===== config.mk =====
export PLATFORM = sky130hd
export DESIGN_NAME = ratchet_wire_message_deframer
export DESIGN_NICKNAME = d
export VERILOG_FILES = /design/src/rwmd_pkg.sv /design/src/rwmd_front.sv /design/src/rwmd_fifo.sv /design/src/rwmd_back.sv /design/src/ratchet_wire_message_deframer.sv
export VERILOG_INCLUDE_DIRS = /design/src /design/src/src
export SDC_FILE = /design/constraint.sdc
export NUM_CORES = 1
export LEC_CHECK = 0
export ABC_AREA = 1
export BUFFER_PORTS_ARGS = -buffer_cell sky130_fd_sc_hd__buf_2
export CAP_MARGIN = 10
export CORE_AREA = 2 2 230 232
export DETAILED_ROUTE_END_ITERATION = 6
export DIE_AREA = 0 0 232 234
export GPL_TIMING_DRIVEN = 1
export PLACE_DENSITY = 0.51
export SLEW_MARGIN = 10
export SYNTH_ARGS = -nofsm -noshare
export SYNTH_HDL_FRONTEND = slang
export SYNTH_SLANG_ARGS = --single-unit

===== constraint.sdc =====
create_clock -name clk_i -period 14.8 [get_ports clk_i]
set_clock_uncertainty 0.2 [all_clocks]
set_input_delay 0.74 -clock clk_i [delete_from_list [all_inputs] [get_ports clk_i]]
set_output_delay 0.74 -clock clk_i [all_outputs]
set_load 0.02 [all_outputs]

===== src/ratchet_wire_message_deframer_defines.svh =====
// ---------------------------------------------------------------------------
// Wire message deframer: assertion macros
// Concurrent assertion wrappers; defining ASSERT_OFF compiles them away.
// ---------------------------------------------------------------------------
`ifndef RATCHET_WIRE_MESSAGE_DEFRAMER_DEFINES_SVH
`define RATCHET_WIRE_MESSAGE_DEFRAMER_DEFINES_SVH
`ifndef ASSERT_OFF
`define RWMD_ASSERT(lbl, clk, rst_n, prop, msg) \
  lbl: assert property (@(posedge clk) disable iff (!rst_n) (prop)) else $error(msg);
`define RWMD_ASSERT_NEVER(lbl, clk, rst_n, prop, msg) \
  lbl: assert property (@(posedge clk) disable iff (!rst_n) !(prop)) else $error(msg);
`else
`define RWMD_ASSERT(lbl, clk, rst_n, prop, msg)
`define RWMD_ASSERT_NEVER(lbl, clk, rst_n, prop, msg)
`endif
`endif


===== src/rwmd_pkg.sv =====
// ---------------------------------------------------------------------------
// Wire message deframer package
// Header layout constants, region and status codes, queue and result types.
// ---------------------------------------------------------------------------
`default_nettype none

package rwmd_pkg;

  localparam int unsigned KEY_BYTES  = 32;
  localparam int unsigned MAC_BYTES  = 8;
  localparam int unsigned WORD_BYTES = 4;
  localparam int unsigned FIFO_DEPTH = 2;

  localparam int unsigned POS_W = 8;
  localparam int unsigned OFS_W = 5;
  localparam int unsigned WORD_W = 32;

  localparam logic [POS_W-1:0] POS_MSGNUM  = POS_W'(4);
  localparam logic [POS_W-1:0] POS_PREV    = POS_W'(4 + WORD_BYTES);
  localparam logic [POS_W-1:0] POS_RAT     = POS_W'(4 + 2 * WORD_BYTES);
  localparam logic [POS_W-1:0] POS_MAC     = POS_W'(4 + 2 * WORD_BYTES + KEY_BYTES);
  localparam logic [POS_W-1:0] POS_AFTER   = POS_W'(4 + 2 * WORD_BYTES + KEY_BYTES
                                                    + MAC_BYTES);
  localparam logic [POS_W-1:0] POS_IDKEY   = POS_W'(4 + 3 * WORD_BYTES + KEY_BYTES
                                                    + MAC_BYTES);
  localparam logic [POS_W-1:0] POS_PREKEY  = POS_W'(4 + 3 * WORD_BYTES + 2 * KEY_BYTES
                                                    + MAC_BYTES);
  localparam logic [POS_W-1:0] POS_LEN_PK  = POS_W'(4 + 3 * WORD_BYTES + 3 * KEY_BYTES
                                                    + MAC_BYTES);
  localparam logic [POS_W-1:0] HDR_END     = POS_W'(4 + 3 * WORD_BYTES + KEY_BYTES
                                                    + MAC_BYTES);
  localparam logic [POS_W-1:0] HDR_END_PK  = POS_W'(4 + 4 * WORD_BYTES + 3 * KEY_BYTES
                                                    + MAC_BYTES);

  localparam logic [7:0]       KIND_PREKEY = 8'd2;
  localparam logic [OFS_W-1:0] OFS_MAX     = '1;

  typedef enum logic [3:0] {
    REG_TYPE    = 4'd0,
    REG_CURVE   = 4'd1,
    REG_VERSION = 4'd2,
    REG_FLAGS   = 4'd3,
    REG_MSGNUM  = 4'd4,
    REG_PREV    = 4'd5,
    REG_RATCHET = 4'd6,
    REG_MAC     = 4'd7,
    REG_PKID    = 4'd8,
    REG_IDKEY   = 4'd9,
    REG_PREKEY  = 4'd10,
    REG_LENGTH  = 4'd11,
    REG_PAYLOAD = 4'd12
  } region_e;

  typedef enum logic [1:0] {
    ST_OK       = 2'd0,
    ST_CORRUPT  = 2'd1,
    ST_MISMATCH = 2'd2
  } status_e;

  typedef struct packed {
    logic [7:0]       byte_value;
    logic             last;
    region_e          region;
    logic [OFS_W-1:0] offset;
    logic             hdr_done;
  } item_t;

  typedef struct packed {
    logic [7:0]        byte_value;
    region_e           region;
    logic [OFS_W-1:0]  offset;
    logic              final_result;
    status_e           status;
    logic [7:0]        kind;
    logic [WORD_W-1:0] msgnum;
    logic [WORD_W-1:0] prevcount;
    logic [WORD_W-1:0] prekey_id;
    logic [WORD_W-1:0] plen;
  } result_t;

endpackage

`default_nettype wire


===== src/rwmd_front.sv =====
// ---------------------------------------------------------------------------
// Deframer front end
// Tracks header position and type byte, tags each byte with region/offset.
// ---------------------------------------------------------------------------
`default_nettype none
`include "ratchet_wire_message_deframer_defines.svh"

module rwmd_front (
  input  wire logic           clk_i,
  input  wire logic           rst_ni,
  input  wire logic           in_valid_i,
  input  wire logic [7:0]     wire_byte_i,
  input  wire logic           end_of_message_i,
  input  wire logic           full_i,
  output logic                in_ready_o,
  output logic                push_o,
  output rwmd_pkg::item_t     item_o
);
  import rwmd_pkg::*;

  logic [POS_W-1:0] pos_q, pos_d;
  logic [7:0]       kind_q, kind_d;
  logic [7:0]       kind;
  logic [POS_W-1:0] hdr_end;
  logic [POS_W-1:0] pos_inc;
  logic             in_hdr;

  function automatic logic [OFS_W-1:0] rel(input logic [POS_W-1:0] p,
                                           input logic [POS_W-1:0] base);
    logic [POS_W-1:0] diff;
    diff = p - base;
    return diff[OFS_W-1:0];
  endfunction

  assign in_ready_o = !full_i;
  assign push_o     = in_valid_i && !full_i;

  always_comb begin
    kind    = (pos_q == '0) ? wire_byte_i : kind_q;
    hdr_end = (kind == KIND_PREKEY) ? HDR_END_PK : HDR_END;
    in_hdr  = pos_q < hdr_end;
    pos_inc = pos_q + POS_W'(1);

    item_o.byte_value = wire_byte_i;
    item_o.last       = end_of_message_i;
    item_o.region     = REG_PAYLOAD;
    item_o.offset     = '0;
    item_o.hdr_done   = 1'b1;

    if (in_hdr) begin
      item_o.hdr_done = pos_inc >= hdr_end;
      if (pos_q < POS_MSGNUM) begin
        item_o.region = region_e'(pos_q[3:0]);
      end else if (pos_q < POS_PREV) begin
        item_o.region = REG_MSGNUM;
        item_o.offset = rel(pos_q, POS_MSGNUM);
      end else if (pos_q < POS_RAT) begin
        item_o.region = REG_PREV;
        item_o.offset = rel(pos_q, POS_PREV);
      end else if (pos_q < POS_MAC) begin
        item_o.region = REG_RATCHET;
        item_o.offset = rel(pos_q, POS_RAT);
      end else if (pos_q < POS_AFTER) begin
        item_o.region = REG_MAC;
        item_o.offset = rel(pos_q, POS_MAC);
      end else if (kind != KIND_PREKEY) begin
        item_o.region = REG_LENGTH;
        item_o.offset = rel(pos_q, POS_AFTER);
      end else if (pos_q < POS_IDKEY) begin
        item_o.region = REG_PKID;
        item_o.offset = rel(pos_q, POS_AFTER);
      end else if (pos_q < POS_PREKEY) begin
        item_o.region = REG_IDKEY;
        item_o.offset = rel(pos_q, POS_IDKEY);
      end else if (pos_q < POS_LEN_PK) begin
        item_o.region = REG_PREKEY;
        item_o.offset = rel(pos_q, POS_PREKEY);
      end else begin
        item_o.region = REG_LENGTH;
        item_o.offset = rel(pos_q, POS_LEN_PK);
      end
    end
  end

  always_comb begin
    pos_d  = pos_q;
    kind_d = kind_q;
    if (push_o) begin
      if (end_of_message_i) begin
        pos_d  = '0;
        kind_d = '0;
      end else if (in_hdr) begin
        pos_d = pos_inc;
        if (pos_q == '0) begin
          kind_d = wire_byte_i;
        end
      end
    end
  end

  always_ff @(posedge clk_i or negedge rst_ni) begin
    if (!rst_ni) begin
      pos_q  <= '0;
      kind_q <= '0;
    end else begin
      pos_q  <= pos_d;
      kind_q <= kind_d;
    end
  end

  `RWMD_ASSERT(a_pos_bound, clk_i, rst_ni, pos_q <= HDR_END_PK, "header position overran")
  `RWMD_ASSERT(a_pos_plain, clk_i, rst_ni, (pos_q > HDR_END) |-> (kind_q == KIND_PREKEY), "long header without pre-key type")

endmodule

`default_nettype wire


===== src/rwmd_fifo.sv =====
// ---------------------------------------------------------------------------
// Deframer queue
// Small first-word-fall-through queue between front end and back end.
// ---------------------------------------------------------------------------
`default_nettype none
`include "ratchet_wire_message_deframer_defines.svh"

module rwmd_fifo #(
  parameter int unsigned DEPTH = rwmd_pkg::FIFO_DEPTH
) (
  input  wire logic            clk_i,
  input  wire logic            rst_ni,
  input  wire logic            push_i,
  input  wire rwmd_pkg::item_t wdata_i,
  input  wire logic            pop_i,
  output logic                 full_o,
  output logic                 valid_o,
  output rwmd_pkg::item_t      rdata_o
);
  import rwmd_pkg::*;

  localparam int unsigned PtrW = (DEPTH > 1) ? $clog2(DEPTH) : 1;
  localparam int unsigned CntW = $clog2(DEPTH + 1);

  item_t           mem_q [DEPTH];
  logic [PtrW-1:0] wr_q, wr_d, rd_q, rd_d;
  logic [CntW-1:0] cnt_q, cnt_d;
  logic            do_pop;

  assign full_o  = cnt_q == CntW'(DEPTH);
  assign valid_o = cnt_q != '0;
  assign rdata_o = mem_q[rd_q];
  assign do_pop  = pop_i && valid_o;

  always_comb begin
    wr_d  = wr_q;
    rd_d  = rd_q;
    cnt_d = cnt_q;
    if (push_i) begin
      wr_d = (wr_q == PtrW'(DEPTH - 1)) ? '0 : wr_q + PtrW'(1);
    end
    if (do_pop) begin
      rd_d = (rd_q == PtrW'(DEPTH - 1)) ? '0 : rd_q + PtrW'(1);
    end
    if (push_i && !do_pop) begin
      cnt_d = cnt_q + CntW'(1);
    end else if (do_pop && !push_i) begin
      cnt_d = cnt_q - CntW'(1);
    end
  end

  always_ff @(posedge clk_i) begin
    if (push_i) begin
      mem_q[wr_q] <= wdata_i;
    end
  end

  always_ff @(posedge clk_i or negedge rst_ni) begin
    if (!rst_ni) begin
      wr_q  <= '0;
      rd_q  <= '0;
      cnt_q <= '0;
    end else begin
      wr_q  <= wr_d;
      rd_q  <= rd_d;
      cnt_q <= cnt_d;
    end
  end

  `RWMD_ASSERT(a_cnt_bound, clk_i, rst_ni, cnt_q <= CntW'(DEPTH), "queue count overran")
  `RWMD_ASSERT_NEVER(a_push_full, clk_i, rst_ni, push_i && full_o && !do_pop, "push into full queue")

endmodule

`default_nettype wire


===== src/rwmd_back.sv =====
// ---------------------------------------------------------------------------
// Deframer back end
// Decodes header words, counts payload, closes message, holds result word.
// ---------------------------------------------------------------------------
`default_nettype none
`include "ratchet_wire_message_deframer_defines.svh"

module rwmd_back (
  input  wire logic            clk_i,
  input  wire logic            rst_ni,
  input  wire logic            valid_i,
  input  wire rwmd_pkg::item_t item_i,
  output logic                 pop_o,
  input  wire logic            out_ready_i,
  output logic                 out_valid_o,
  output rwmd_pkg::result_t    res_o
);
  import rwmd_pkg::*;

  logic              out_valid_q, out_valid_d;
  result_t           res_q, res_d;
  logic [7:0]        kind_q, kind_d;
  logic [WORD_W-1:0] msg_q, msg_d;
  logic [WORD_W-1:0] prev_q, prev_d;
  logic [WORD_W-1:0] pkid_q, pkid_d;
  logic [WORD_W-1:0] len_q, len_d;
  logic [WORD_W-1:0] cnt_q, cnt_d;
  status_e           status;

  assign pop_o       = valid_i && (!out_valid_q || out_ready_i);
  assign out_valid_o = out_valid_q;
  assign res_o       = res_q;

  always_comb begin
    out_valid_d = out_valid_q;
    res_d       = res_q;
    kind_d      = kind_q;
    msg_d       = msg_q;
    prev_d      = prev_q;
    pkid_d      = pkid_q;
    len_d       = len_q;
    cnt_d       = cnt_q;
    status      = ST_OK;

    if (out_ready_i) begin
      out_valid_d = 1'b0;
    end

    if (pop_o) begin
      out_valid_d      = 1'b1;
      res_d.byte_value = item_i.byte_value;
      res_d.region     = item_i.region;
      res_d.offset     = item_i.offset;

      case (item_i.region)
        REG_TYPE:   kind_d = item_i.byte_value;
        REG_MSGNUM: msg_d  = {msg_q[WORD_W-9:0], item_i.byte_value};
        REG_PREV:   prev_d = {prev_q[WORD_W-9:0], item_i.byte_value};
        REG_PKID:   pkid_d = {pkid_q[WORD_W-9:0], item_i.byte_value};
        REG_LENGTH: len_d  = {len_q[WORD_W-9:0], item_i.byte_value};
        REG_PAYLOAD: begin
          res_d.offset = (cnt_q[WORD_W-1:OFS_W] != '0) ? OFS_MAX : cnt_q[OFS_W-1:0];
          if (!(&cnt_q)) begin
            cnt_d = cnt_q + WORD_W'(1);
          end
        end
        default: ;
      endcase

      if (item_i.last) begin
        if (!item_i.hdr_done || (cnt_d < len_d)) begin
          status = ST_CORRUPT;
        end else if (cnt_d > len_d) begin
          status = ST_MISMATCH;
        end
      end

      res_d.final_result = item_i.last;
      res_d.status       = status;
      res_d.kind         = kind_d;
      res_d.msgnum       = msg_d;
      res_d.prevcount    = prev_d;
      res_d.prekey_id    = pkid_d;
      res_d.plen         = (status == ST_CORRUPT) ? '0 : len_d;

      if (item_i.last) begin
        kind_d = '0;
        msg_d  = '0;
        prev_d = '0;
        pkid_d = '0;
        len_d  = '0;
        cnt_d  = '0;
      end
    end
  end

  always_ff @(posedge clk_i) begin
    res_q <= res_d;
  end

  always_ff @(posedge clk_i or negedge rst_ni) begin
    if (!rst_ni) begin
      out_valid_q <= 1'b0;
      kind_q      <= '0;
      msg_q       <= '0;
      prev_q      <= '0;
      pkid_q      <= '0;
      len_q       <= '0;
      cnt_q       <= '0;
    end else begin
      out_valid_q <= out_valid_d;
      kind_q      <= kind_d;
      msg_q       <= msg_d;
      prev_q      <= prev_d;
      pkid_q      <= pkid_d;
      len_q       <= len_d;
      cnt_q       <= cnt_d;
    end
  end

  `RWMD_ASSERT(a_status_final, clk_i, rst_ni, (out_valid_q && !res_q.final_result) |-> (res_q.status == ST_OK), "status outside final word")
  `RWMD_ASSERT(a_corrupt_len, clk_i, rst_ni, (out_valid_q && res_q.status == ST_CORRUPT) |-> (res_q.plen == '0), "corrupt close with length")
  `RWMD_ASSERT(a_close_clear, clk_i, rst_ni, (pop_o && item_i.last) |=> (cnt_q == '0 && len_q == '0), "state not cleared after close")

endmodule

`default_nettype wire


===== src/ratchet_wire_message_deframer.sv =====
// ---------------------------------------------------------------------------
// Ratchet wire message deframer
// Tags each wire byte with header region/offset and decodes header words.
// ---------------------------------------------------------------------------
// Takes one byte per cycle unless the queue is full and gives one result word
// per byte when the output is free. The front end classifies bytes by header
// position, a FIFO_DEPTH-entry queue decouples it from the back end, which
// decodes the big-endian words, counts payload and registers the result.
// in_ready_o drops only when the queue is full under output backpressure.
`default_nettype none

module ratchet_wire_message_deframer #(
  parameter int unsigned FIFO_DEPTH = rwmd_pkg::FIFO_DEPTH
) (
  input  wire logic        clk_i,
  input  wire logic        rst_ni,
  input  wire logic        in_valid_i,
  output logic             in_ready_o,
  input  wire logic [7:0]  wire_byte_i,
  input  wire logic        end_of_message_i,
  output logic             out_valid_o,
  input  wire logic        out_ready_i,
  output logic [7:0]       byte_value_o,
  output logic [3:0]       region_o,
  output logic [4:0]       region_offset_o,
  output logic             final_result_o,
  output logic [1:0]       parse_status_o,
  output logic [7:0]       message_kind_o,
  output logic [31:0]      message_number_o,
  output logic [31:0]      previous_chain_count_o,
  output logic [31:0]      prekey_id_o,
  output logic [31:0]      payload_length_o
);
  import rwmd_pkg::*;

  item_t   push_item, pop_item;
  result_t res;
  logic    push, pop, full, q_valid;

  rwmd_front u_front (
    .clk_i            (clk_i),
    .rst_ni           (rst_ni),
    .in_valid_i       (in_valid_i),
    .wire_byte_i      (wire_byte_i),
    .end_of_message_i (end_of_message_i),
    .full_i           (full),
    .in_ready_o       (in_ready_o),
    .push_o           (push),
    .item_o           (push_item)
  );

  rwmd_fifo #(
    .DEPTH (FIFO_DEPTH)
  ) u_fifo (
    .clk_i   (clk_i),
    .rst_ni  (rst_ni),
    .push_i  (push),
    .wdata_i (push_item),
    .pop_i   (pop),
    .full_o  (full),
    .valid_o (q_valid),
    .rdata_o (pop_item)
  );

  rwmd_back u_back (
    .clk_i       (clk_i),
    .rst_ni      (rst_ni),
    .valid_i     (q_valid),
    .item_i      (pop_item),
    .pop_o       (pop),
    .out_ready_i (out_ready_i),
    .out_valid_o (out_valid_o),
    .res_o       (res)
  );

  assign byte_value_o           = res.byte_value;
  assign region_o               = res.region;
  assign region_offset_o        = res.offset;
  assign final_result_o         = res.final_result;
  assign parse_status_o         = res.status;
  assign message_kind_o         = res.kind;
  assign message_number_o       = res.msgnum;
  assign previous_chain_count_o = res.prevcount;
  assign prekey_id_o            = res.prekey_id;
  assign payload_length_o       = res.plen;

endmodule

`default_nettype wire

# Yosys cells after proc, flatten, opt, wreduce, memory -nomap -nowiden
# Memories as Yosys holds them, arrays and structs flattened.
# Index checks and enable logic that the tools add are counted.
[op_classes]
magnitude_cmp = 12
muxes = 46
reduce_logical = 21
addsub = 14
eq_ne = 9
[ops]
columns = ["op", "count"]
rows = [
  ["32-bit 2-to-1 mux", 13],
  ["8-bit 2-to-1 mux", 7],
  ["9-bit 2-to-1 mux", 6],
  ["32-bit by 1-bit adder with 32-bit output, second input constant", 1],
  ["32-bit > comparator", 1],
  ["32-bit less-than comparator", 1],
  ["32-bit AND reduction", 1],
  ["27-bit nonzero test", 1],
  ["8-bit by 6-bit less-than comparator with 1-bit output, second input constant", 3],
  ["5-bit subtractor, second input constant", 4],
  ["8-bit by 4-bit less-than comparator with 1-bit output, second input constant", 2],
  ["8-bit by 7-bit less-than comparator with 1-bit output, second input constant", 2],
  ["5-bit 2-to-1 mux", 3],
  ["5-bit by 4-bit subtractor with 5-bit output, second input constant", 3],
  ["7-bit 2-to-1 mux", 2],
  ["4-bit == test, second input constant", 3],
  ["2-bit 2-to-1 mux", 6],
  ["10-bit 2-to-1 mux", 1],
  ["8-bit by 1-bit adder with 8-bit output, second input constant", 1],
  ["4-bit by 3-bit == test with 1-bit output, second input constant", 2],
  ["8-bit by 2-bit == test with 1-bit output, second input constant", 1],
  ["8-bit >= comparator", 1],
  ["8-bit zero test", 1],
  ["8-bit by 3-bit less-than comparator with 1-bit output, second input constant", 1],
  ["17 further kinds", 35],
]
[word_totals]
elab_cells = 125
mem_count = 1
ff_bits = 345
output_inout_bits = 158
ramBits = 38
input_bits = 13
[memory_table]
columns = ["memory", "words", "word_bits", "rd", "rd_clocked_by_memory_dff", "wr", "line", "text"]
rows = [
  ["u_fifo.mem_q", 2, 19, 1, 0, 1, "rwmd_fifo.sv:25", "item_t mem_q [DEPTH];"],
]

# Depth between registers and ports, before layout
# Gate-level depths: netlist of the first run.
[depth]
depth_word = 11
depth_mapped = 22
depth_no_buf = 21

# By module
# Synthesis of the first run repeated with hierarchy kept, for this count alone.
[unflattened]
cells_unflattened = 1967
area_unflattened_um2 = 18223.7
[modules_own_cells]
columns = ["mod", "area_each_um2", "cells_each", "seq_area_each_um2", "n_inst"]
rows = [
  ["rwmd_back", 14963.1, 1590, 8913.5, 1],
  ["rwmd_front", 1659.1, 250, 400.4, 1],
  ["rwmd_fifo", 1601.5, 127, 1241.2, 1],
]

# Worst setup path after synthesis of the first run
# No wires, ideal clock.
[synth_timing]
path_type = "input -> register"
startpoint = "in out_ready_i"
endpoint = "reg u_back.res_q, in the netlist u_back.res_o[0] (enable)"
arrival_ps = 5467
setup_ps = 581
path_slack_ps = 8551
t_required_ps = 14019
n_path_buf = 1
stages = 3
path_cell_list = "nor2_1 a21oi_2 clkbuf_1"
[synth_via]
elab_chain_len = 2
[synth_lines]
columns = ["item", "line", "text"]
rows = [
  ["start, declared", "ratchet_wire_message_deframer.sv:22", "input wire logic out_ready_i,"],
  ["1-bit logical OR", "rwmd_back.sv:30", "assign pop_o = valid_i && (!out_valid_q || out_ready_i);"],
  ["1-bit logical AND", "rwmd_back.sv:30", ""],
  ["named net pop", "ratchet_wire_message_deframer.sv:38", "logic push, pop, full, q_valid;"],
  ["end signal, assigned", "rwmd_back.sv:98", "res_q <= res_d;"],
  ["end, declared", "rwmd_back.sv:21", "result_t res_q, res_d;"],
]
# The timed path passes the listed nets, and every way through them passes these cells.
# A chain may end at the register's enable or synchronous reset.

==> results.toml, run 1 <==
[synth]
ys_async_sr_fraction_pct = 49.3
synthFlopType = "edfxtp_1"
synthSimpleGateAreaFrac_pct = 14.3
synth-compound-area-share_pct = 12.1
synth-xor-area-share_pct = 1.66
synth_edf_count = 194
syn-cell-area_sq_mm = 0.0179
synth-seq-cells = 383
syn_avg_cell_area_sq_um = 9.57
synth-seq-area-share_pct = 58.9
synth_top_family_by_area = "simple AND/OR/NAND/NOR gates"
synth.area.mux_share_pct = 0.733
synth_nets = 1930
synth_fa_ha_area_share_pct = 3.07
synthesis.instances = 1873
synth_cell_types = 47
yosysWarnings = 0

[critical_path]
worstPathRequired_ns = 14.90
critPathMaxStageDelay_ns = 0.97
crit_chain = "inv_2 -> or2_1 -> o21a_1 -> nor2_2 -> nand2_1 -> nor2_4 -> buf_4 -> nand2_4 -> inv_2 -> nand3_1 -> nand2_1 -> inv_1 -> ha_1 -> a21oi_1 -> o21ai_0 -> a21oi_1 -> o21ai_0 -> nand2_1 -> nand2_1 -> a21oi_2 -> buf_4 -> nor2_1"
cp-end-kind = "register"
start_kind = "register"
cp_data_arrival_time_ns = 5.34
critPathTopFamily = "simple AND/OR/NAND/NOR gates"
slowest_stage = "dfrtp_1"
path_buf_inv = 5
path_class = "register to register"
worstPathMaxFanout = 51
cp_common_cell = "nand2_1"

[clocking]
clk_pin_slew_ns = 0.06
insertion_delay_ns = 0.57
cts_buffers = 43
cts_tree = "built"
clk_path_buf_depth = 3
ctsHtreeMaxLevel = 2
cts_resized = 0
postCtsSetupBuffers = 0
clock-sinks = 383
cts_root_buf = "clkbuf_16"
cts-hold-fix-buffers = 0

[drt]
wire_per_inst_um = 17.8
routed-wl-met3_mm = 2.27
vias = 13400
top_layer = "met4"
wl_met1_mm = 24.0
via_per_inst = 4.86
drc = 0
drt_iter0_drc = 1084
routed_wl_mm = 48.9
ant_nets = 0
drt_first_pass_iters = 5
wl_met2_mm = 21.5

[grt]
grt_start_max_net_pins = 90
grt_pass1_vias = 12600
grt_overflow = 0
grt_pass1_wl_mm = 74.8
gr-usage-all-layers_pct = 18.0
antenna_found_initial = 2

[status]
outcome = "complete, but fails checks"
violations = "hold timing"

[timing]
max_freq_ghz = 0.191
slew_headroom_pct = 25.7
tns_ns = 0
rsz0062_at_grt = "false"
post-route-period-util_pct = 35.4
final_hold_viol_count = 1
setup_violations = 0
whs_ns = -0.0199
tightest_slew_ns = 1.11
slew_viol_final = 0
fin_crit_ns = 5.24

[die]
start_util_pct = 34.5
die_h_um = 234
die-area_sq_mm = 0.0543
rows = 84
coreArea_sq_mm = 0.0520
fp.dieW_um = 232
io_pins = 171

[layout]
layout.cells.non_filler = 2749
layout_commonest_cell = "inv_1"
multi_input_area_sq_mm = 0.00573
drive_above_1_share_pct = 14.0
area_growth_pct = 15.9
seq_area_sq_mm = 0.0106
n_fill_cell = 5208
final_nets = 2082
layout_common_cells = "inv_1, nand2_1, edfxtp_1"

[power_and_ir_drop]
p_sw_mw = 2.26
pwr-share-seq_pct = 37.0
p_int_mw = 2.95
p_per_area_mw_per_mm2 = 251
power_leakage_nw = 10.3
power.clock.fraction_pct = 19.9
power_frac_comb_pct = 43.1
worst_ir_drop_vdd_mv = 0.170
power_mw = 5.21
swShare_pct = 43.4

[placement]
dp.cells = 2668
io_buffer_count = 170
hpwlAfterDp_mm = 33.3
place.gp.congestion = 0.944

[run]
cap_viol_max_count = 0

[hold_path]
hold_class = "primary input to async pin"
flip-flops by register name, indices dropped and copies added (netlist names):
name	flops
u_fifo.mem_q	38
u_fifo.wr_q	1
u_back.cnt_q	32
u_fifo.cnt_q	2
u_front.pos_q	8
u_back.msg_q	32
u_back.kind_q	8
u_front.kind_q	8
u_back.out_valid_o	1
u_back.len_q	32
u_back.pkid_q	32
u_back.prev_q	32
u_back.res_o	156
u_fifo.rd_q	1
path summary, 6_finish.rpt:
| kind | slack [ns] | from | to | cells after the start |
|---|---|---|---|---|
| setup / recovery | 9.56 | u_fifo.rd_q$_DFFE_PN0P_ | u_back.res_o[17]$_SDFFCE_PN0P_ | 22 |
| hold / removal | -0.02 | rst_ni | u_back.pkid_q[14]$_DFFE_PN0P_ | 1 |
| setup reg to reg | 9.56 | u_fifo.rd_q$_DFFE_PN0P_ | u_back.res_o[17]$_SDFFCE_PN0P_ | 22 |
| hold reg to reg | 0.27 | u_front.kind_q[4]$_DFFE_PN0P_ | u_front.kind_q[4]$_DFFE_PN0P_ | 2 |
| max in group asynchronous | 13.00 | rst_ni | u_back.msg_q[31]$_DFFE_PN0P_ | 2 |
| min in group clk_i | 0.17 | out_ready_i | u_back.out_valid_o$_DFFE_PN0P_ | 2 |
kinds of logic (layout without fill, tap and decap cells):
logic type                 Yosys count  count (layout)
AOI/OAI and AO/OA                  388             388
other                                0               1
DFF                                383             383
muxes                               13              13
adders and majority gates           44              44
buffers and inverters              428             615
and+or+nand+nor                    583             583
xor gates and xnor gates            34              34
layer usage:
| layer | vias up | track usage, % |
|---|---|---|
| met5 | - | 0 |
| met1 | 6385 | 26.8 |
| li1 | 6560 | - |
| met3 | 81 | 2.81 |
| met2 | 346 | 27.0 |
| met4 | 0 | 4.99 |
cells in the mapped netlist (all sizes together) (24+ instances only):
library cell / instances / area (sq um)
nand2: 348 / 1340
clkbuf: 47 / 176
dfrtp: 189 / 4730
nor2: 110 / 479
buf: 31 / 170
o21ai: 210 / 1070
xor2: 29 / 254
o22ai: 144 / 901
ha: 44 / 551
inv: 349 / 1310
edfxtp: 194 / 5830
a21oi: 24 / 124
nand3: 55 / 298
nand4: 27 / 169
through the flow:
step / area [sq um] / hold slack, ns / worst slack [ns] / utilization, %
after floorplan: 17900 / 0.242 / 8.55 / -
after global placement: 19400 / 0.253 / 9.72 / 37.4
after detailed placement: 19400 / 0.261 / 9.61 / 37.4
after CTS: 20800 / 0.0221 / 9.57 / 39.9
after global routing: 20800 / 0.0377 / 9.05 / 39.9
final: 20800 / -0.0199 / 9.56 / 40.0
area by class of cell:
cell class              count  share of cell area (%)
multi-input cells        1062                    27.6
flip-flops and latches    383                    50.8
inverters                 350                    6.33
diodes                      1                  0.0120
well taps                 688                    4.14
repair buffers            185                    4.68
clock buffers              54                    5.42
clock inverters            26                    1.08
power by group through the flow:
stage / clock (mW) / combinational [mW] / sequential (mW)
after floorplan: 0 / 1.30 / 2.17
after global placement: 0 / 2.25 / 1.94
after detailed placement: 0 / 2.26 / 1.95
after CTS: 1.07 / 2.27 / 1.93
after global routing: 1.11 / 2.53 / 1.97
final: 1.04 / 2.24 / 1.93
No activity file was read; power rests on OpenSTA's default activity.
==> run 2: changes to the inputs <==
--- a/config.mk
+++ b/config.mk
@@ -6,14 +6,14 @@
 export SDC_FILE = /design/constraint.sdc
 export NUM_CORES = 1
 export LEC_CHECK = 0
-export ABC_AREA = 1
+export ABC_AREA = 0
 export BUFFER_PORTS_ARGS = -buffer_cell sky130_fd_sc_hd__buf_2
 export CAP_MARGIN = 10
-export CORE_AREA = 2 2 230 232
+export CORE_AREA = 2 2 225 227
 export DETAILED_ROUTE_END_ITERATION = 6
-export DIE_AREA = 0 0 232 234
+export DIE_AREA = 0 0 227 229
 export GPL_TIMING_DRIVEN = 1
-export PLACE_DENSITY = 0.51
+export PLACE_DENSITY = 0.54
 export SLEW_MARGIN = 10
 export SYNTH_ARGS = -nofsm -noshare
 export SYNTH_HDL_FRONTEND = slang
==> constraint.sdc (replaced) <==
create_clock -name clk_i -period 4.4 [get_ports clk_i]
set_clock_uncertainty 0.2 [all_clocks]
set_input_delay 0.22 -clock clk_i [delete_from_list [all_inputs] [get_ports clk_i]]
set_output_delay 0.22 -clock clk_i [all_outputs]
set_load 0.02 [all_outputs]
==> results.toml, run 2 <==
[grt]
grt_pass1_wl_mm = 69.6
grt_pass1_vias = 11900
gr-usage-all-layers_pct = 17.1
antenna_found_initial = 0
grt_overflow = 0
grt_start_max_net_pins = 161

[timing]
tns_ns = 0
max_freq_ghz = 0.236
fin_crit_ns = 4.23
slew_headroom_pct = 20.2
tightest_slew_ns = 1.20
slew_viol_final = 0
post-route-period-util_pct = 96.1
rsz0062_at_grt = "false"
whs_ns = 0.0818
setup_violations = 0
final_hold_viol_count = 0
fin_ws_ns = 0.170

[layout]
n_fill_cell = 4666
final_nets = 1686
seq_area_sq_mm = 0.0106
final_area_sq_mm = 0.0211
drive_above_1_share_pct = 27.9
layout_commonest_cell = "edfxtp_1"
final_util_pct = 42.5
diodes = 0
area_growth_pct = 22.6
multi_input_area_sq_mm = 0.00635
layout_common_cells = "edfxtp_1, dfrtp_1, buf_2"
largest_reg_flops = 156

[synth]
synth-seq-area-share_pct = 61.3
yosys.cell_count.top_type = "edfxtp_1"
synth-seq-cells = 383
netlist_top_cells_area = "edfxtp_1, dfrtp_1, a22o_1, mux2_2, o21ai_0"
synthTopCellsByCount = "edfxtp_1, dfrtp_1, nand2_1"
yosysWarnings = 0
synth_cell_types = 70
synth_top_area_cell = "edfxtp_1"
syn-cell-area_sq_mm = 0.0172
yosysTopAreaCellShare_pct = 33.8
syn_avg_cell_area_sq_um = 12.4
synthFlopType = "edfxtp_1"
synthesis.instances = 1387
synth_nets = 1444
synth_edf_count = 194
ys_async_sr_fraction_pct = 49.3

[placement]
dp_slack_ns = 0.0552
place.gp.congestion = 0.897
io_buffer_count = 170
place_area_sq_mm = 0.0194
hpwlAfterDp_mm = 29.7

[drt]
vias = 12000
routed_wl_mm = 44.7
wire_per_inst_um = 19.1
drt_iter0_drc = 1082
via_per_inst = 5.12
drt_first_pass_iters = 5
drc = 0
ant_nets = 0

[clocking]
insertion_delay_ns = 0.57
clk_pin_slew_ns = 0.06
cts_tree = "built"
ctsHtreeMaxLevel = 2
clk_path_buf_depth = 3
cts_buffers = 44
cts_root_buf = "clkbuf_16"
clock-sinks = 383

[critical_path]
path_class = "register to register"
worstPathRequired_ns = 4.50
cp-end-kind = "register"
worstPathMaxFanout = 16
rrSetupSlack_ns = 0.17
cp_data_arrival_time_ns = 4.33
start_kind = "register"

[power_and_ir_drop]
p_per_area_mw_per_mm2 = 637
worst_ir_drop_vdd_mv = 0.564
power_leakage_nw = 8.95

[run]
cap_viol_max_count = 0

[die]
rows = 82
die-area_sq_mm = 0.0520
start_util_pct = 34.7
io_pins = 171
die_h_um = 229
fp.dieW_um = 227
coreArea_sq_mm = 0.0497

[status]
outcome = "complete, no violations"

[hold_path]
hold_class = "primary input to async pin"
## run 2: changes by cell type after synthesis, moves of 20 or more
cell / delta
clkbuf_1: +20
o22ai_1: -141
nor2_1: -35
xor2_1: -22
mux2i_1: +28
nand2_1: -193
o21ai_0: -29
a22o_1: +96
o21ai_1: -48
xnor2_1: +28
nand3_1: -24
inv_1: -312
mux2_2: +75
## run 2: per-stage QoR
stage	instances	power [mW]
after floorplan	1387	8.05
after global placement	2241	9.78
after detailed placement	2241	9.83
after CTS	2335	13.6
after global routing	2337	14.2
final	2337	13.4
## run 2: cell type report
| type | count | area share (%) |
|---|---|---|
| tap | 672 | 3.98 |
| inverter | 30 | 0.551 |
| sequential | 383 | 50.0 |
| timing repair buffer | 281 | 8.40 |
| multi-input combinational | 889 | 30.1 |
| clock inverter | 29 | 1.38 |
| clock buffer | 53 | 5.61 |
## run 2: cell families after synthesis
logic type,synth area share [%]
AOI/OAI and AO/OA,13.7
muxes,7.38
xor gates and xnor gates,2.03
and+or+nand+nor,9.71
DFF,61.3
adders and majority gates,3.20
buffers and inverters,2.64
## run 2: path summary, 6_finish.rpt
path / startpoint / endpoint / cells after the start
setup / recovery: u_fifo.rd_q$_DFFE_PN0P_ / u_back.res_o[3]$_SDFFCE_PN0P_ / 15
hold / removal: rst_ni / u_back.cnt_q[22]$_DFFE_PN0P_ / 2
setup reg to reg: u_fifo.rd_q$_DFFE_PN0P_ / u_back.res_o[3]$_SDFFCE_PN0P_ / 15
hold reg to reg: u_back.len_q[25]$_DFFE_PN0P_ / u_back.len_q[25]$_DFFE_PN0P_ / 2
max in group asynchronous: rst_ni / u_back.prev_q[6]$_DFFE_PN0P_ / 3
min in group clk_i: wire_byte_i[0] / u_fifo.mem_q[0][11]$_DFFE_PP_ / 2
## run 2: critical path, stage by stage (launching register included)
cell and delay (ns):
dfrtp_1 0.44, buf_4 0.21, nand2b_1 0.17, o22a_1 0.24
nor3b_4 0.25, buf_4 0.18, buf_6 0.22, mux2i_2 0.31
ha_1 0.31, a21oi_1 0.24, o21ai_0 0.12, a22oi_1 0.28
nand2_1 0.15, o311ai_4 0.36, buf_6 0.22, nor2_1 0.05
## run 2: report_power, final
part / internal (mW) / switching (mW) / leakage (nW)
Sequential: 4.90 / 0.440 / 4.53
Clock: 2.18 / 1.53 / 0.730
Combinational: 1.37 / 3.03 / 3.69
## run 2: per-layer routing
layer  up-vias  track usage (%)  share of wire [%]
met5         -                0                  0
met4         0             4.55                1.9
met3        62             2.66                5.2
met2       321             26.4                 46
met1      5900             25.1                 47
li1       5676                -                  -
## run 2: repair_timing
action | in CTS | in global routing
resized for setup | 0 | 18
setup buffers | 0 | 1
endpoints found under the setup margin | 0 | 34
hold endpoints to repair | 122 | 0
hold buffers | 12 | 0
==> run 3: changes to the inputs <==
==> constraint.sdc (replaced) <==
create_clock -name clk_i -period 3.5 [get_ports clk_i]
set_clock_uncertainty 0.2 [all_clocks]
set_input_delay 0.175 -clock clk_i [delete_from_list [all_inputs] [get_ports clk_i]]
set_output_delay 0.175 -clock clk_i [all_outputs]
set_load 0.02 [all_outputs]
==> results.toml, run 3 (synthesis gave the netlist of run 2 again) <==
[status]
outcome = "complete, but fails checks"
violations = "setup timing"

[drt]
ant_nets = 0
drt_iter0_drc = 936
wire_per_inst_um = 18.8
vias = 12400
drt_first_pass_iters = 5
via_per_inst = 5.07
routed_wl_mm = 46.0
drc = 0

[hold_path]
min-delay-start = "wire_byte_i[0]"
hold_class = "primary input to register"

[clocking]
cts_buffers = 42
cts_root_buf = "clkbuf_16"
clock-sinks = 383
ctsHtreeMaxLevel = 2
clk_path_buf_depth = 3
cts_tree = "built"
insertion_delay_ns = 0.58
clk_pin_slew_ns = 0.06

[power_and_ir_drop]
p_per_area_mw_per_mm2 = 787
swShare_pct = 37.0
power_frac_comb_pct = 36.0
worst_ir_drop_vdd_mv = 0.519
p_int_mw = 11.0
power.clock.fraction_pct = 25.5
p_sw_mw = 6.45
power_leakage_nw = 9.49
pwr-share-seq_pct = 38.4

[placement]
io_buffer_count = 170
place_area_sq_mm = 0.0203
hpwlAfterDp_mm = 30.5
place.gp.congestion = 0.867
dp_slack_ns = -0.712

[critical_path]
start_kind = "register"
reg2reg_from = "u_back.cnt_q[0]$_DFFE_PN0P_"
startpoint = "u_back.cnt_q[0]$_DFFE_PN0P_"
cp_data_arrival_time_ns = 4.34
path_class = "register to register"
worstPathMaxFanout = 8
worstPathRequired_ns = 3.63
cp-end-kind = "register"

[timing]
tightest_slew_ns = 1.34
setup_violations = 34
final_hold_viol_count = 0
max_freq_ghz = 0.238
slew_headroom_pct = 10.7
whs_ns = 0.186
fin_ws_ns = -0.703
rsz0062_at_grt = "true"
post-route-period-util_pct = 120
slew_viol_final = 0
fin_crit_ns = 4.20

[grt]
grt_overflow = 0
antenna_found_initial = 0
grt_start_max_net_pins = 161
grt_pass1_vias = 12400
gr-usage-all-layers_pct = 17.5
grt_pass1_wl_mm = 70.8

[die]
coreArea_sq_mm = 0.0497
io_pins = 171
start_util_pct = 34.7
die_h_um = 229
die-area_sq_mm = 0.0520
fp.dieW_um = 227
rows = 82

[layout]
area_growth_pct = 28.5
largest_reg_flops = 156
layout_common_cells = "buf_4, edfxtp_1, dfrtp_1"
layout_commonest_cell = "buf_4"
final_util_pct = 44.6
diodes = 0
final_area_sq_mm = 0.0221
drive_above_1_share_pct = 32.7
final_nets = 1798

[run]
cap_viol_max_count = 0
==> run 3: area by class of cell <==
| type | instances | area [sq um] |
|---|---|---|
| fillers | 4670 | 27500 |
| flip-flops and latches | 383 | 10600 |
| multi-input cells | 889 | 6500 |
| repair buffers | 395 | 2740 |
| clock buffers | 56 | 1120 |
| well taps | 672 | 841 |
| clock inverters | 21 | 255 |
| inverters | 30 | 116 |
==> run 3: final timing paths <==
check,endpoint,cells after the start,slack (ns)
max,u_back.res_o[27]$_SDFFCE_PN0P_,16,-0.70
min,u_fifo.mem_q[0][11]$_DFFE_PP_,2,0.19
max reg2reg,u_back.res_o[27]$_SDFFCE_PN0P_,16,-0.70
min reg2reg,u_back.len_q[24]$_DFFE_PN0P_,2,0.28
max in group asynchronous,u_back.msg_q[10]$_DFFE_PN0P_,4,1.97
min in group asynchronous,u_front.kind_q[3]$_DFFE_PN0P_,3,0.41
==> run 3: power by group through the flow <==
stage	Combinational, mW	Clock [mW]	Sequential, mW
after CTS	6.23	4.58	6.70
after global routing	6.79	4.75	6.80
final	6.28	4.45	6.69
after global placement	5.90	0	6.76
after detailed placement	5.96	0	6.78
after floorplan	2.77	0	7.58
==> run 3: metrics by stage <==
stage          std cells  setup TNS, ns  power [mW]
3_3_place_gp        2336         -21.93        12.7
4_1_cts             2449         -21.37        17.5
2_1_floorplan       1387        -120.54        10.4
5_1_grt             2446         -27.23        18.3
6_report            2446         -23.06        17.4
3_5_place_dp        2336         -23.50        12.7
==> run 3: critical path, stage by stage (launching register included) <==
cell and delay [ns]:
dfrtp_1 0.35, ha_2 0.19, nand2_2 0.06, or4_4 0.56, buf_6 0.15, or3_4 0.38, nor4b_4 0.29, xor2_1 0.21
ha_1 0.27, nand4_1 0.14, o21ai_1 0.08, a22oi_1 0.25, nand2_1 0.15, o311ai_4 0.32, buf_6 0.17, clkbuf_16 0.15
nor2_1 0.04
==> run 3: what timing repair did <==
item	in CTS	in global routing
hold buffers	14	0
endpoints found under the setup margin	34	35
gates resized for setup	19	15
setup buffers	21	5
pin swaps	10	10
hold endpoints to repair	163	0
cloned	2	1
==> run 3: metal layers <==
layer / global-route usage [%] / wire length, um / vias up
met5: 0 / 0 / -
met4: 4.74 / 895 / 0
met3: 2.84 / 1980 / 55
met2: 28.5 / 22400 / 282
met1: 24.2 / 20700 / 6176
li1: - / - / 5900
